File: config.mk
export PLATFORM = sky130hd
export DESIGN_NAME = per_source_failure_lockout_limiter_flat
export DESIGN_NICKNAME = d
export VERILOG_FILES = /design/src/rtl/pfll_pkg.sv /design/src/rtl/pfll_ifs.sv /design/src/rtl/per_source_failure_lockout_limiter.sv /design/src/rtl/pfll_dp.sv /design/src/rtl/pfll_ctrl.sv /design/src/flat_wrapper.sv
export SDC_FILE = /design/constraint.sdc
export NUM_CORES = 2
export LEC_CHECK = 0
export ABC_AREA = 1
export BUFFER_PORTS_ARGS = -buffer_cell sky130_fd_sc_hd__buf_2
export CORE_MARGIN = 2
export CORE_UTILIZATION = 55
export CTS_CLUSTER_DIAMETER = 40
export DETAILED_ROUTE_END_ITERATION = 8
export PLACE_DENSITY = 0.72
export SYNTH_ARGS = -nofsm -noshare
export SYNTH_HDL_FRONTEND = slang
export SYNTH_SLANG_ARGS = --single-unit
File: constraint.sdc
create_clock -name clock -period 19.1 [get_ports clock]
set_input_delay 0.955 -clock clock [delete_from_list [all_inputs] [get_ports clock]]
set_output_delay 0.955 -clock clock [all_outputs]
set_load 0.03 [all_outputs]
File: src/rtl/pfll_pkg.sv
// ----------------------------------------------------------------------------
// Per-source failure lockout limiter package
// Shared constants, codes, slot record layout and the controller/datapath
// command and status bundles.
// ----------------------------------------------------------------------------
package pfll_pkg;

   localparam int NUM_SLOTS_DEF = 8;

   localparam int ADDR_W  = 32;
   localparam int TIME_W  = 64;
   localparam int COUNT_W = 8;
   localparam int CSR_W   = 16;
   localparam int CSR_IDX_W = 2;
   localparam int US_W    = 20;
   localparam int SPAN_W  = CSR_W + US_W;

   localparam logic [US_W-1:0]    US_PER_SECOND = US_W'(1000000);
   localparam logic [COUNT_W-1:0] COUNT_MAX     = '1;

   // Register reset values.
   localparam logic [7:0]  MAX_ATTEMPTS_RST    = 8'd5;
   localparam logic [15:0] WINDOW_SECONDS_RST  = 16'd30;
   localparam logic [15:0] LOCKOUT_SECONDS_RST = 16'd60;

   // Register indexes.
   localparam logic [CSR_IDX_W-1:0] CSR_MAX_ATTEMPTS    = 2'd0;
   localparam logic [CSR_IDX_W-1:0] CSR_WINDOW_SECONDS  = 2'd1;
   localparam logic [CSR_IDX_W-1:0] CSR_LOCKOUT_SECONDS = 2'd2;

   // Command codes.
   localparam logic [1:0] CMD_CHECK   = 2'd0;
   localparam logic [1:0] CMD_FAIL    = 2'd1;
   localparam logic [1:0] CMD_SUCCESS = 2'd2;

   typedef struct packed {
      logic [ADDR_W-1:0]  source;
      logic [TIME_W-1:0]  window_start;
      logic [COUNT_W-1:0] strikes;
      logic [TIME_W-1:0]  last_seen;
      logic [TIME_W-1:0]  lockout_end;
   } slot_rec_type;

   // Controller to datapath.
   typedef struct packed {
      logic capture;
      logic rd_en;
      logic scan_eval;
      logic pick;
      logic upd1;
      logic wr_en;
      logic rsp_load;
   } dp_cmd_type;

   // Datapath to controller.
   typedef struct packed {
      logic [1:0] op;
      logic       enabled;
      logic       rsp_busy;
   } dp_status_type;

endpackage

File: src/rtl/pfll_ifs.sv
// ----------------------------------------------------------------------------
// Limiter channel interfaces
// Request and response channels with a valid/ready handshake.
// ----------------------------------------------------------------------------
interface pfll_req_if;
   logic        valid;
   logic        ready;
   logic [1:0]  cmd;
   logic [31:0] source_addr;
   logic [63:0] now_time;

   modport source(output valid, cmd, source_addr, now_time, input ready);
   modport sink(input valid, cmd, source_addr, now_time, output ready);
endinterface

interface pfll_rsp_if;
   logic valid;
   logic ready;
   logic allowed;
   logic entry_found;

   modport source(output valid, allowed, entry_found, input ready);
   modport sink(input valid, allowed, entry_found, output ready);
endinterface

File: src/rtl/per_source_failure_lockout_limiter.sv
// Every transfer is answered after the table scan, which reads one slot per cycle, and the decision step;
// if the limiter is enabled, a failure also passes two update steps before its response is loaded.
// One request is worked on at a time; the next is taken once the last response is loaded.
// A finished response waits in its own register, so the next request is taken meanwhile.
// Reset is synchronous and active high: it empties the table and restores the register defaults.
// ----------------------------------------------------------------------------
// Per-source failure lockout limiter
// Tracks failed attempts per source address in a small table and locks a
// source out for a while once it has failed too often within a window.
// ----------------------------------------------------------------------------
module per_source_failure_lockout_limiter #(
   parameter int NUM_SLOTS = pfll_pkg::NUM_SLOTS_DEF
) (
   input  logic                           clock,
   input  logic                           reset,
   pfll_req_if.sink                       req_ch,
   pfll_rsp_if.source                     rsp_ch,
   input  logic                           csr_wr_en,
   input  logic [pfll_pkg::CSR_IDX_W-1:0] csr_index,
   input  logic [pfll_pkg::CSR_W-1:0]     csr_wdata
);

   localparam int IDX_W = (NUM_SLOTS > 1) ? $clog2(NUM_SLOTS) : 1;

   // The controller walks the table one slot per cycle; the datapath keeps
   // the first matching entry, the first free slot and the least recently
   // seen slot as the scan goes by. After the scan, the decision step picks
   // the target slot and computes the check verdict; with the limiter enabled, a
   // failure then uses two update steps to check the window and write the entry.
   pfll_pkg::dp_cmd_type    dp_cmd;
   pfll_pkg::dp_status_type dp_status;
   logic [IDX_W-1:0]        scan_addr;
   logic                    req_ready;

   pfll_ctrl #(
      .NUM_SLOTS(NUM_SLOTS)
   ) u_ctrl (
      .clock     (clock),
      .reset     (reset),
      .req_valid (req_ch.valid),
      .req_ready (req_ready),
      .status    (dp_status),
      .cmd       (dp_cmd),
      .scan_addr (scan_addr)
   );

   pfll_dp #(
      .NUM_SLOTS(NUM_SLOTS)
   ) u_dp (
      .clock           (clock),
      .reset           (reset),
      .csr_wr_en       (csr_wr_en),
      .csr_index       (csr_index),
      .csr_wdata       (csr_wdata),
      .req_cmd         (req_ch.cmd),
      .req_source_addr (req_ch.source_addr),
      .req_now_time    (req_ch.now_time),
      .cmd             (dp_cmd),
      .scan_addr       (scan_addr),
      .status          (dp_status),
      .rsp_ready       (rsp_ch.ready),
      .rsp_valid       (rsp_ch.valid),
      .rsp_allowed     (rsp_ch.allowed),
      .rsp_entry_found (rsp_ch.entry_found)
   );

   // The request side is ready only while the controller is idle.
   assign req_ch.ready = req_ready;

endmodule

File: src/rtl/pfll_dp.sv
// ----------------------------------------------------------------------------
// Limiter datapath
// Configuration registers, slot table memory, scan accumulators, entry
// update arithmetic and the response register.
// ----------------------------------------------------------------------------
module pfll_dp #(
   parameter int NUM_SLOTS = pfll_pkg::NUM_SLOTS_DEF,
   localparam int IDX_W = (NUM_SLOTS > 1) ? $clog2(NUM_SLOTS) : 1
) (
   input  logic                             clock,
   input  logic                             reset,
   input  logic                             csr_wr_en,
   input  logic [pfll_pkg::CSR_IDX_W-1:0]   csr_index,
   input  logic [pfll_pkg::CSR_W-1:0]       csr_wdata,
   input  logic [1:0]                       req_cmd,
   input  logic [pfll_pkg::ADDR_W-1:0]      req_source_addr,
   input  logic [pfll_pkg::TIME_W-1:0]      req_now_time,
   input  pfll_pkg::dp_cmd_type             cmd,
   input  logic [IDX_W-1:0]                 scan_addr,
   output pfll_pkg::dp_status_type          status,
   input  logic                             rsp_ready,
   output logic                             rsp_valid,
   output logic                             rsp_allowed,
   output logic                             rsp_entry_found
);

   localparam int TW = pfll_pkg::TIME_W;
   localparam int SW = pfll_pkg::SPAN_W;

   logic [7:0]  max_att_ff;
   logic [15:0] win_sec_ff;
   logic [15:0] lock_sec_ff;
   logic [SW-1:0] win_span_ff;
   logic [SW-1:0] lock_span_ff;

   logic [1:0]    op_ff;
   logic [31:0]   addr_ff;
   logic [TW-1:0] now_ff;
   logic [TW-1:0] lock_end_ff;

   pfll_pkg::slot_rec_type mem [NUM_SLOTS];
   logic [NUM_SLOTS-1:0]   valid_ff;
   pfll_pkg::slot_rec_type rd_data_ff;
   logic [IDX_W-1:0]       rd_idx_ff;

   logic                   found_ff;
   logic [IDX_W-1:0]       hit_idx_ff;
   pfll_pkg::slot_rec_type hit_rec_ff;
   logic                   free_any_ff;
   logic [IDX_W-1:0]       free_idx_ff;
   logic                   lru_any_ff;
   logic [IDX_W-1:0]       lru_idx_ff;
   logic [TW-1:0]          lru_time_ff;

   logic [IDX_W-1:0]       tgt_idx_ff;
   pfll_pkg::slot_rec_type work_rec_ff;
   logic                   allowed_ff;
   logic                   gt_ff;
   logic [TW-1:0]          diff_ff;

   logic                   rsp_valid_ff;
   logic                   rsp_allowed_ff;
   logic                   rsp_found_ff;

   logic                   rd_valid;
   logic                   restart;
   logic [7:0]             base_count;
   logic [7:0]             new_count;
   pfll_pkg::slot_rec_type new_rec;
   pfll_pkg::slot_rec_type fresh_rec;

   // Configuration registers and the spans derived from them.
   always_ff @(posedge clock) begin
      if (reset) begin
         max_att_ff  <= pfll_pkg::MAX_ATTEMPTS_RST;
         win_sec_ff  <= pfll_pkg::WINDOW_SECONDS_RST;
         lock_sec_ff <= pfll_pkg::LOCKOUT_SECONDS_RST;
      end else if (csr_wr_en) begin
         case (csr_index)
            pfll_pkg::CSR_MAX_ATTEMPTS:    max_att_ff  <= csr_wdata[7:0];
            pfll_pkg::CSR_WINDOW_SECONDS:  win_sec_ff  <= csr_wdata;
            pfll_pkg::CSR_LOCKOUT_SECONDS: lock_sec_ff <= csr_wdata;
            default: ;
         endcase
      end
   end

   always_ff @(posedge clock) begin
      win_span_ff  <= SW'(win_sec_ff) * SW'(pfll_pkg::US_PER_SECOND);
      lock_span_ff <= SW'(lock_sec_ff) * SW'(pfll_pkg::US_PER_SECOND);
      lock_end_ff  <= now_ff + TW'(lock_span_ff);
   end

   always_ff @(posedge clock) begin
      if (cmd.capture) begin
         op_ff   <= req_cmd;
         addr_ff <= req_source_addr;
         now_ff  <= req_now_time;
      end
   end

   // Slot table: one read port for the scan, one write port for updates.
   always_ff @(posedge clock) begin
      if (cmd.rd_en) begin
         rd_data_ff <= mem[scan_addr];
         rd_idx_ff  <= scan_addr;
      end
      if (cmd.wr_en) begin
         mem[tgt_idx_ff] <= new_rec;
      end
   end

   always_ff @(posedge clock) begin
      if (reset) begin
         valid_ff <= '0;
      end else if (cmd.wr_en) begin
         valid_ff[tgt_idx_ff] <= 1'b1;
      end else if (cmd.pick && op_ff == pfll_pkg::CMD_SUCCESS && found_ff) begin
         valid_ff[hit_idx_ff] <= 1'b0;
      end
   end

   assign rd_valid = valid_ff[rd_idx_ff];

   // Scan accumulators: first hit, first free slot, least recently seen.
   always_ff @(posedge clock) begin
      if (reset || cmd.capture) begin
         found_ff    <= 1'b0;
         free_any_ff <= 1'b0;
         lru_any_ff  <= 1'b0;
      end else if (cmd.scan_eval) begin
         if (rd_valid && rd_data_ff.source == addr_ff && !found_ff) begin
            found_ff <= 1'b1;
         end
         if (!rd_valid) begin
            if (!free_any_ff) begin
               free_any_ff <= 1'b1;
            end
         end else if (!lru_any_ff || rd_data_ff.last_seen < lru_time_ff) begin
            lru_any_ff <= 1'b1;
         end
      end
   end

   always_ff @(posedge clock) begin
      if (cmd.scan_eval) begin
         if (rd_valid && rd_data_ff.source == addr_ff && !found_ff) begin
            hit_idx_ff <= rd_idx_ff;
            hit_rec_ff <= rd_data_ff;
         end
         if (!rd_valid) begin
            if (!free_any_ff) begin
               free_idx_ff <= rd_idx_ff;
            end
         end else if (!lru_any_ff || rd_data_ff.last_seen < lru_time_ff) begin
            lru_idx_ff  <= rd_idx_ff;
            lru_time_ff <= rd_data_ff.last_seen;
         end
      end
   end

   always_comb begin
      fresh_rec              = '0;
      fresh_rec.source       = addr_ff;
      fresh_rec.window_start = now_ff;
   end

   always_ff @(posedge clock) begin
      if (cmd.pick) begin
         tgt_idx_ff  <= found_ff ? hit_idx_ff : (free_any_ff ? free_idx_ff : lru_idx_ff);
         work_rec_ff <= found_ff ? hit_rec_ff : fresh_rec;
         allowed_ff  <= !(op_ff == pfll_pkg::CMD_CHECK && max_att_ff != 8'd0 &&
                          found_ff && hit_rec_ff.lockout_end > now_ff);
      end
      if (cmd.upd1) begin
         gt_ff   <= now_ff > work_rec_ff.window_start;
         diff_ff <= now_ff - work_rec_ff.window_start;
      end
   end

   // Failure update of the target entry.
   always_comb begin
      restart    = gt_ff && (diff_ff > TW'(win_span_ff));
      base_count = restart ? 8'd0 : work_rec_ff.strikes;
      new_count  = (base_count == pfll_pkg::COUNT_MAX) ? base_count : base_count + 8'd1;
      new_rec              = work_rec_ff;
      new_rec.window_start = restart ? now_ff : work_rec_ff.window_start;
      new_rec.strikes      = new_count;
      new_rec.last_seen    = now_ff;
      if (new_count >= max_att_ff) begin
         new_rec.lockout_end = lock_end_ff;
      end
   end

   // Response register.
   always_ff @(posedge clock) begin
      if (reset) begin
         rsp_valid_ff <= 1'b0;
      end else if (cmd.rsp_load) begin
         rsp_valid_ff <= 1'b1;
      end else if (rsp_ready) begin
         rsp_valid_ff <= 1'b0;
      end
   end

   always_ff @(posedge clock) begin
      if (cmd.rsp_load) begin
         rsp_allowed_ff <= allowed_ff;
         rsp_found_ff   <= found_ff;
      end
   end

   assign rsp_valid       = rsp_valid_ff;
   assign rsp_allowed     = rsp_allowed_ff;
   assign rsp_entry_found = rsp_found_ff;

   assign status.op       = op_ff;
   assign status.enabled  = (max_att_ff != 8'd0);
   assign status.rsp_busy = rsp_valid_ff && !rsp_ready;

endmodule

File: src/rtl/pfll_ctrl.sv
// ----------------------------------------------------------------------------
// Limiter controller
// Sequences the table scan, the decision, the entry update and the
// response load for one request at a time.
// ----------------------------------------------------------------------------
module pfll_ctrl #(
   parameter int NUM_SLOTS = pfll_pkg::NUM_SLOTS_DEF,
   localparam int IDX_W = (NUM_SLOTS > 1) ? $clog2(NUM_SLOTS) : 1
) (
   input  logic                    clock,
   input  logic                    reset,
   input  logic                    req_valid,
   output logic                    req_ready,
   input  pfll_pkg::dp_status_type status,
   output pfll_pkg::dp_cmd_type    cmd,
   output logic [IDX_W-1:0]        scan_addr
);

   localparam logic [2:0] ST_IDLE      = 3'd0;
   localparam logic [2:0] ST_SCAN      = 3'd1;
   localparam logic [2:0] ST_SCAN_LAST = 3'd2;
   localparam logic [2:0] ST_DECIDE    = 3'd3;
   localparam logic [2:0] ST_UPD1      = 3'd4;
   localparam logic [2:0] ST_UPD2      = 3'd5;
   localparam logic [2:0] ST_DONE      = 3'd6;

   localparam logic [IDX_W-1:0] LAST_IDX = IDX_W'(NUM_SLOTS - 1);

   logic [2:0]       state_ff, state_in;
   logic [IDX_W-1:0] cnt_ff, cnt_in;

   always_ff @(posedge clock) begin
      if (reset) begin
         state_ff <= ST_IDLE;
         cnt_ff   <= '0;
      end else begin
         state_ff <= state_in;
         cnt_ff   <= cnt_in;
      end
   end

   always_comb begin
      state_in = state_ff;
      cnt_in   = cnt_ff;
      cmd      = '0;
      case (state_ff)
         ST_IDLE: begin
            if (req_valid) begin
               cmd.capture = 1'b1;
               cnt_in      = '0;
               state_in    = ST_SCAN;
            end
         end
         ST_SCAN: begin
            cmd.rd_en     = 1'b1;
            cmd.scan_eval = (cnt_ff != '0);
            if (cnt_ff == LAST_IDX) begin
               state_in = ST_SCAN_LAST;
            end else begin
               cnt_in = cnt_ff + IDX_W'(1);
            end
         end
         ST_SCAN_LAST: begin
            cmd.scan_eval = 1'b1;
            state_in      = ST_DECIDE;
         end
         ST_DECIDE: begin
            cmd.pick = 1'b1;
            if (status.op == pfll_pkg::CMD_FAIL && status.enabled) begin
               state_in = ST_UPD1;
            end else begin
               state_in = ST_DONE;
            end
         end
         ST_UPD1: begin
            cmd.upd1 = 1'b1;
            state_in = ST_UPD2;
         end
         ST_UPD2: begin
            cmd.wr_en = 1'b1;
            state_in  = ST_DONE;
         end
         ST_DONE: begin
            if (!status.rsp_busy) begin
               cmd.rsp_load = 1'b1;
               state_in     = ST_IDLE;
            end
         end
         default: begin
            state_in = ST_IDLE;
         end
      endcase
   end

   assign req_ready = (state_ff == ST_IDLE);
   assign scan_addr = cnt_ff;

endmodule

File: src/flat_wrapper.sv
// flat-port wrapper written by rule: the top's interface ports become plain ports
module per_source_failure_lockout_limiter_flat 
#(
   parameter int NUM_SLOTS = pfll_pkg::NUM_SLOTS_DEF
)
  (clock, reset, csr_wr_en, csr_index, csr_wdata, req_ch_valid, req_ch_cmd, req_ch_source_addr, req_ch_now_time, req_ch_ready, rsp_ch_valid, rsp_ch_allowed, rsp_ch_entry_found, rsp_ch_ready);
  pfll_req_if req_ch_i ();
  pfll_rsp_if rsp_ch_i ();
  input  logic clock;
  input  logic reset;
  input  logic csr_wr_en;
  input  logic [pfll_pkg::CSR_IDX_W-1:0] csr_index;
  input  logic [pfll_pkg::CSR_W-1:0] csr_wdata;
  input wire logic [$bits(req_ch_i.valid)-1:0] req_ch_valid;
  input wire logic [$bits(req_ch_i.cmd)-1:0] req_ch_cmd;
  input wire logic [$bits(req_ch_i.source_addr)-1:0] req_ch_source_addr;
  input wire logic [$bits(req_ch_i.now_time)-1:0] req_ch_now_time;
  output wire logic [$bits(req_ch_i.ready)-1:0] req_ch_ready;
  output wire logic [$bits(rsp_ch_i.valid)-1:0] rsp_ch_valid;
  output wire logic [$bits(rsp_ch_i.allowed)-1:0] rsp_ch_allowed;
  output wire logic [$bits(rsp_ch_i.entry_found)-1:0] rsp_ch_entry_found;
  input wire logic [$bits(rsp_ch_i.ready)-1:0] rsp_ch_ready;
  assign req_ch_i.valid = req_ch_valid;
  assign req_ch_i.cmd = req_ch_cmd;
  assign req_ch_i.source_addr = req_ch_source_addr;
  assign req_ch_i.now_time = req_ch_now_time;
  assign req_ch_ready = req_ch_i.ready;
  assign rsp_ch_valid = rsp_ch_i.valid;
  assign rsp_ch_allowed = rsp_ch_i.allowed;
  assign rsp_ch_entry_found = rsp_ch_i.entry_found;
  assign rsp_ch_i.ready = rsp_ch_ready;
  per_source_failure_lockout_limiter #(.NUM_SLOTS(NUM_SLOTS)) u_core (.clock(clock), .reset(reset), .req_ch(req_ch_i), .rsp_ch(rsp_ch_i), .csr_wr_en(csr_wr_en), .csr_index(csr_index), .csr_wdata(csr_wdata));
endmodule
# After elaboration in Yosys (flattened, before gate mapping)
# Memory sizes are Yosys's and may differ from the RTL's. A register that Yosys moved wholly into a read port is not among the register bits.
# Index checks and enable logic that the tools add are counted.
[word_totals]
reg_bits = 827
ram_bits = 1856
input_bits = 121
output_inout_bits = 4
elab_cells = 146
n_memories = 1
[op_classes]
addsub = 4
n_mul = 2
n_lt_le_gt_ge = 10
eq_ne = 17
n_mux = 36
n_bitwise = 5
reduce_logical = 35
[memory_table]
columns = ["memory", "words", "word_bits", "read_ports", "rd_clocked_by_memory_dff", "write_ports", "line", "text"]
rows = [
  ["u_core.u_dp.mem", 8, 232, 1, 1, 1, "pfll_dp.sv:41", "pfll_pkg::slot_rec_type mem [NUM_SLOTS];"],
]
[ops]
columns = ["op", "count"]
rows = [
  ["$mux 232", 1],
  ["$gt 64x64->1", 2],
  ["$mux 64", 2],
  ["$add 64x36->64", 1],
  ["$gt 64x36->1", 1],
  ["$lt 64x64->1", 1],
  ["$sub 64x64->64", 1],
  ["$mul 16x14->30 const B", 2],
  ["$eq 32x32->1", 1],
  ["$mux 8", 4],
  ["$mux 3", 7],
  ["$pmux 3 s7", 1],
  ["$mux 1", 15],
  ["$eq 3x3->1 const B", 4],
  ["$logic_and 1x1->1", 12],
  ["$lt 3x4->1 const B", 3],
  ["$reduce_and 3->1", 4],
  ["$reduce_and 2->1", 5],
  ["$add 8x1->8 const B", 1],
  ["$and 8x8->8", 1],
  ["$eq 8x8->1 const B", 1],
  ["$ge 8x8->1", 1],
  ["$ne 2x2->1 const B", 4],
  ["$not 8->8", 1],
  ["20 further kinds", 33],
]

# Depth between registers and ports, before layout
[logic_depth]
depth_word = 8
mapped_depth = 32
ltp_nobuf = 30

# Hierarchy
# A second synthesis with hierarchy kept.
[unflattened]
cells_unflattened = 10067
hier_area_um2 = 122685.2
[by_module_without_submodules]
columns = ["module", "instances", "cells_per_inst", "area_per_inst_um2", "seq_area_each_um2"]
rows = [
  ["pfll_dp", 1, 10000, 122239.7, 83670.2],
  ["pfll_ctrl", 1, 67, 445.4, 120.1],
]

# Least setup slack after synthesis
# No wires, ideal clock.
[synth_timing]
path_type = "reg2reg"
from = "register u_core.u_ctrl.state_ff[0]"
to = "register u_core.u_dp.hit_idx_ff[0], enable pin"
setup_time_ns = 0.523
t_arrival_ns = 14.653
required_ns = 18.577
path_slack_ns = 3.924
stages_incl_launch_ff = 9
n_path_buf = 0
synth_period_minus_slack_ns = 15.176
path_cell_list = "dfxtp_1 -> inv_1 -> nor2_1 -> inv_1 -> nor2_1 -> a21oi_1 -> nor2_1 -> nand3_1 -> inv_1"
[synth_via]
elab_chain_len = 3
word_cells_on_any_way = 4
cone_classes = "2 x eq/ne; 1 x mux; 1 x reduce/logical"
[synth_lines]
columns = ["element", "line", "text"]
rows = [
  ["from (decl)", "pfll_ctrl.sv:29", "logic [2:0] state_ff, state_in;"],
  ["from (signal assigned)", "pfll_ctrl.sv:37", "state_ff <= state_in;"],
  ["$eq 3x2->1 or $eq 3x1->1 (tied branches)", "pfll_ctrl.sv:46", "case (state_ff)"],
  ["$pmux 1 s2 (*)", "pfll_ctrl.sv:46", ""],
  ["$reduce_and 2->1 (no source line) (*)", "n/a", ""],
  ["to (signal assigned)", "pfll_dp.sv:148", "hit_idx_ff <= rd_idx_ff;"],
  ["to (decl)", "pfll_dp.sv:47", "logic [IDX_W-1:0] hit_idx_ff;"],
]
# Every way passes the cells marked *; elsewhere a longest branch is shown, timed or not.
# A chain may end at the register's enable or synchronous reset.

==> impl_metrics.env <==
export IMPL_ys_seq_area_frac=0.685
export IMPL_hold_depth=1
export IMPL_worst_pin_slew_ps=1320
export IMPL_synth_nets=10600
export IMPL_clk_pin_slew_ps=60
export IMPL_initial_core_util=0.552
export IMPL_min_from="req_ch_source_addr[22]"
export IMPL_crit_top_cell="nand2_1"
export IMPL_finalInstanceArea_um2=139000
export IMPL_place_congestion=0.937
export IMPL_powerDensity_nw_per_um2=133
export IMPL_cts_buffers=380
export IMPL_yosys_warnings=0
export IMPL_finalCritPeriodShare=0.314
export IMPL_wl_mm=323
export IMPL_worstReg2RegStart="u_core.u_dp.diff_ff[31]"
export IMPL_syn_cell_area_um2=122000
export IMPL_path_delay_family="simple AND/OR/NAND/NOR gates"
export IMPL_slew_headroom=0.120
export IMPL_grt_overflow=0
export IMPL_cts_tree="yes"
export IMPL_ant_nets=0
export IMPL_finalHoldViolCount=0
export IMPL_fp_dieH_um=475
export IMPL_worst_r2r_cell_count=27
export IMPL_drv_slew=0
export IMPL_clock_skew_ps=133
export IMPL_track_usage=0.283
export IMPL_dp_worst_setup_slack_ps=13130
export IMPL_postCtsSetupRepairBufs=0
export IMPL_ios=125
export IMPL_irDropWorstVdd_uv=100
export IMPL_cp_max_fo=44
export IMPL_final_common_cell="edfxtp_1"
export IMPL_r2r_end="u_core.u_dp.mem[7][45]"
export IMPL_antenna_found_initial=18
export IMPL_grt_pass1_wl_mm=482
export IMPL_rsz0062_at_grt="false"
export IMPL_setup_viol=0
export IMPL_worst_path_max_delay_cell="buf_4"
export IMPL_syn_area_per_cell_um2=12.3
export IMPL_synth_seq_cells=2851
export IMPL_hold_end="u_core.u_dp.addr_ff[22]"
export IMPL_fmax_mhz=167
export IMPL_criticalPathCategory="reg -> reg"
export IMPL_core_um2=222000
export IMPL_htree_levels=5
export IMPL_cts_sinks=2851
export IMPL_status="completed"
export IMPL_most_common_layout_cells="edfxtp_1 (2,669), nor2_1 (1,883), o21ai_0 (1,163)"
export IMPL_fin_nets=10800
export IMPL_die_w_um=475
export IMPL_startpoint_type="flip-flop"
export IMPL_portBuffers=124
export IMPL_cp_end_kind="flip-flop"
export IMPL_synth_ff_type="edfxtp_1"
export IMPL_avgRoutedWirePerCell_um=24.1
export IMPL_async_flop_share=0
export IMPL_holdCritPathClass="in -> reg"
export IMPL_grt_max_degree=206
export IMPL_first_iter_violations=9622
export IMPL_path_buf_inv=4
export IMPL_area_delta_synth_final_pct=13.4
export IMPL_dieArea_um2=226000
export IMPL_dpl_hpwl_mm=191
export IMPL_p_leak_uw=0.0509
export IMPL_num_fill_cells=16300
export IMPL_clk_path_buf_depth=4
export IMPL_num_vias=80000
export IMPL_insertion_delay_ps=1020
export IMPL_drive_above_1_share=0.0987
export IMPL_viasPerCell=5.96
export IMPL_arrival_ps=6640
export IMPL_cts_hold_buf=0
export IMPL_fin_ws_ps=13110
export IMPL_rows=173
export IMPL_drtPass1Iterations=6
export IMPL_ctsResizeCount=0
export IMPL_cpPeakStageDelay_ps=780
export IMPL_drcViolationCount=0
export IMPL_synth_cells=9940
export IMPL_cts_root_buf="clkbuf_16"
export IMPL_tns_ps=0
export IMPL_dpl_instance_area_um2=126000
export IMPL_max_cap_viol_count=0
export IMPL_yosys_cell_types_count=67
export IMPL_required_ps=19750
export IMPL_min_period_ps=5990
export IMPL_synth_edf_count=2669
export IMPL_r2r_slack_ps=13110
export IMPL_cp_depth=27
export IMPL_first_global_vias=79700
==> cell families after synthesis <==
kind of cell    share of synthesized area
buf+inv                            0.0353
flops                               0.685
fa+ha+maj                          0.0667
simple gates                       0.0955
mux                               0.00589
xor+xnor                           0.0128
compound gates                     0.0984
==> final cells by class <==
type | count | area, µm² | area share
sequential | 2851 | 83800 | 0.605
multi-input combinational | 5972 | 34300 | 0.247
timing repair buffer | 241 | 1610 | 0.0116
antenna | 1 | 2.50 | 0.0000181
clock inverter | 253 | 2750 | 0.0198
inverter | 696 | 2660 | 0.0192
clock buffer | 431 | 9830 | 0.0709
tap | 2975 | 3720 | 0.0269
==> metal layers <==
metal,global-route usage,share of wire,vias up
li1,-,-,35900
met1,0.379,0.40,39400
met2,0.467,0.48,4007
met3,0.0477,0.090,683
met4,0.106,0.035,8
met5,0,0.00016,-
==> state kept, by name, indices dropped and copies added (netlist names), 8 cells and up <==
name and count:
u_core.u_dp.addr_ff 32, u_core.u_dp.diff_ff 64, u_core.u_dp.hit_rec_ff 168, u_core.u_dp.lock_end_ff 64, u_core.u_dp.lock_sec_ff 16, u_core.u_dp.lock_span_ff 30, u_core.u_dp.lru_time_ff 64, u_core.u_dp.max_att_ff 8
u_core.u_dp.mem 1856, u_core.u_dp.new_rec 32, u_core.u_dp.now_ff 64, u_core.u_dp.rd_data_ff 232, u_core.u_dp.valid_ff 8, u_core.u_dp.win_sec_ff 16, u_core.u_dp.win_span_ff 30, u_core.u_dp.work_rec_ff 136
==> cell usage after synthesis, types with 26 or more instances <==
library cell	number	area, µm²
fa_1	112	2240
buf_2	83	415
dfxtp_1	182	3640
a21oi_1	310	1550
clkbuf_1	305	1140
o22ai_1	237	1480
a31oi_1	260	1630
o21ai_0	1163	5820
o21ai_1	79	395
inv_1	668	2510
nand2_1	798	3000
ha_1	473	5920
xnor2_1	49	429
xor2_1	130	1140
nand3_1	109	546
nor4_1	26	163
mux2_2	64	721
nor3_1	45	225
buf_1	29	109
edfxtp_1	2669	80100
nand4_1	40	250
nor2_1	1892	7100
==> worst max path at each step <==
stage                              startpoint                         to  slack [ps]
floorplan           u_core.u_ctrl.state_ff[0]  u_core.u_dp.hit_idx_ff[0]        3920
global placement      u_core.u_dp.diff_ff[31]     u_core.u_dp.mem[4][50]       13340
detailed placement    u_core.u_dp.diff_ff[31]     u_core.u_dp.mem[4][48]       13130
CTS                   u_core.u_dp.diff_ff[31]     u_core.u_dp.mem[7][45]       13120
global route          u_core.u_dp.diff_ff[31]     u_core.u_dp.mem[7][45]       12690
finish                u_core.u_dp.diff_ff[31]     u_core.u_dp.mem[7][45]       13110
==> through the flow <==
stage	utilization	hold WS, ps	cells	total power [µW]
floorplan	-	400	9940	10300
global placement	0.569	401	12700	11400
detailed placement	0.569	405	12700	11500
CTS	0.625	85.9	13400	18500
global route	0.625	99.2	13400	19200
finish	0.625	139	13400	18500
==> power breakdown <==
group	internal, µW	switching (µW)	total, µW
clock	4230	2760	6980
sequential	7560	317	7880
combinational	1070	2540	3610
(Power assumes the default switching activity.)
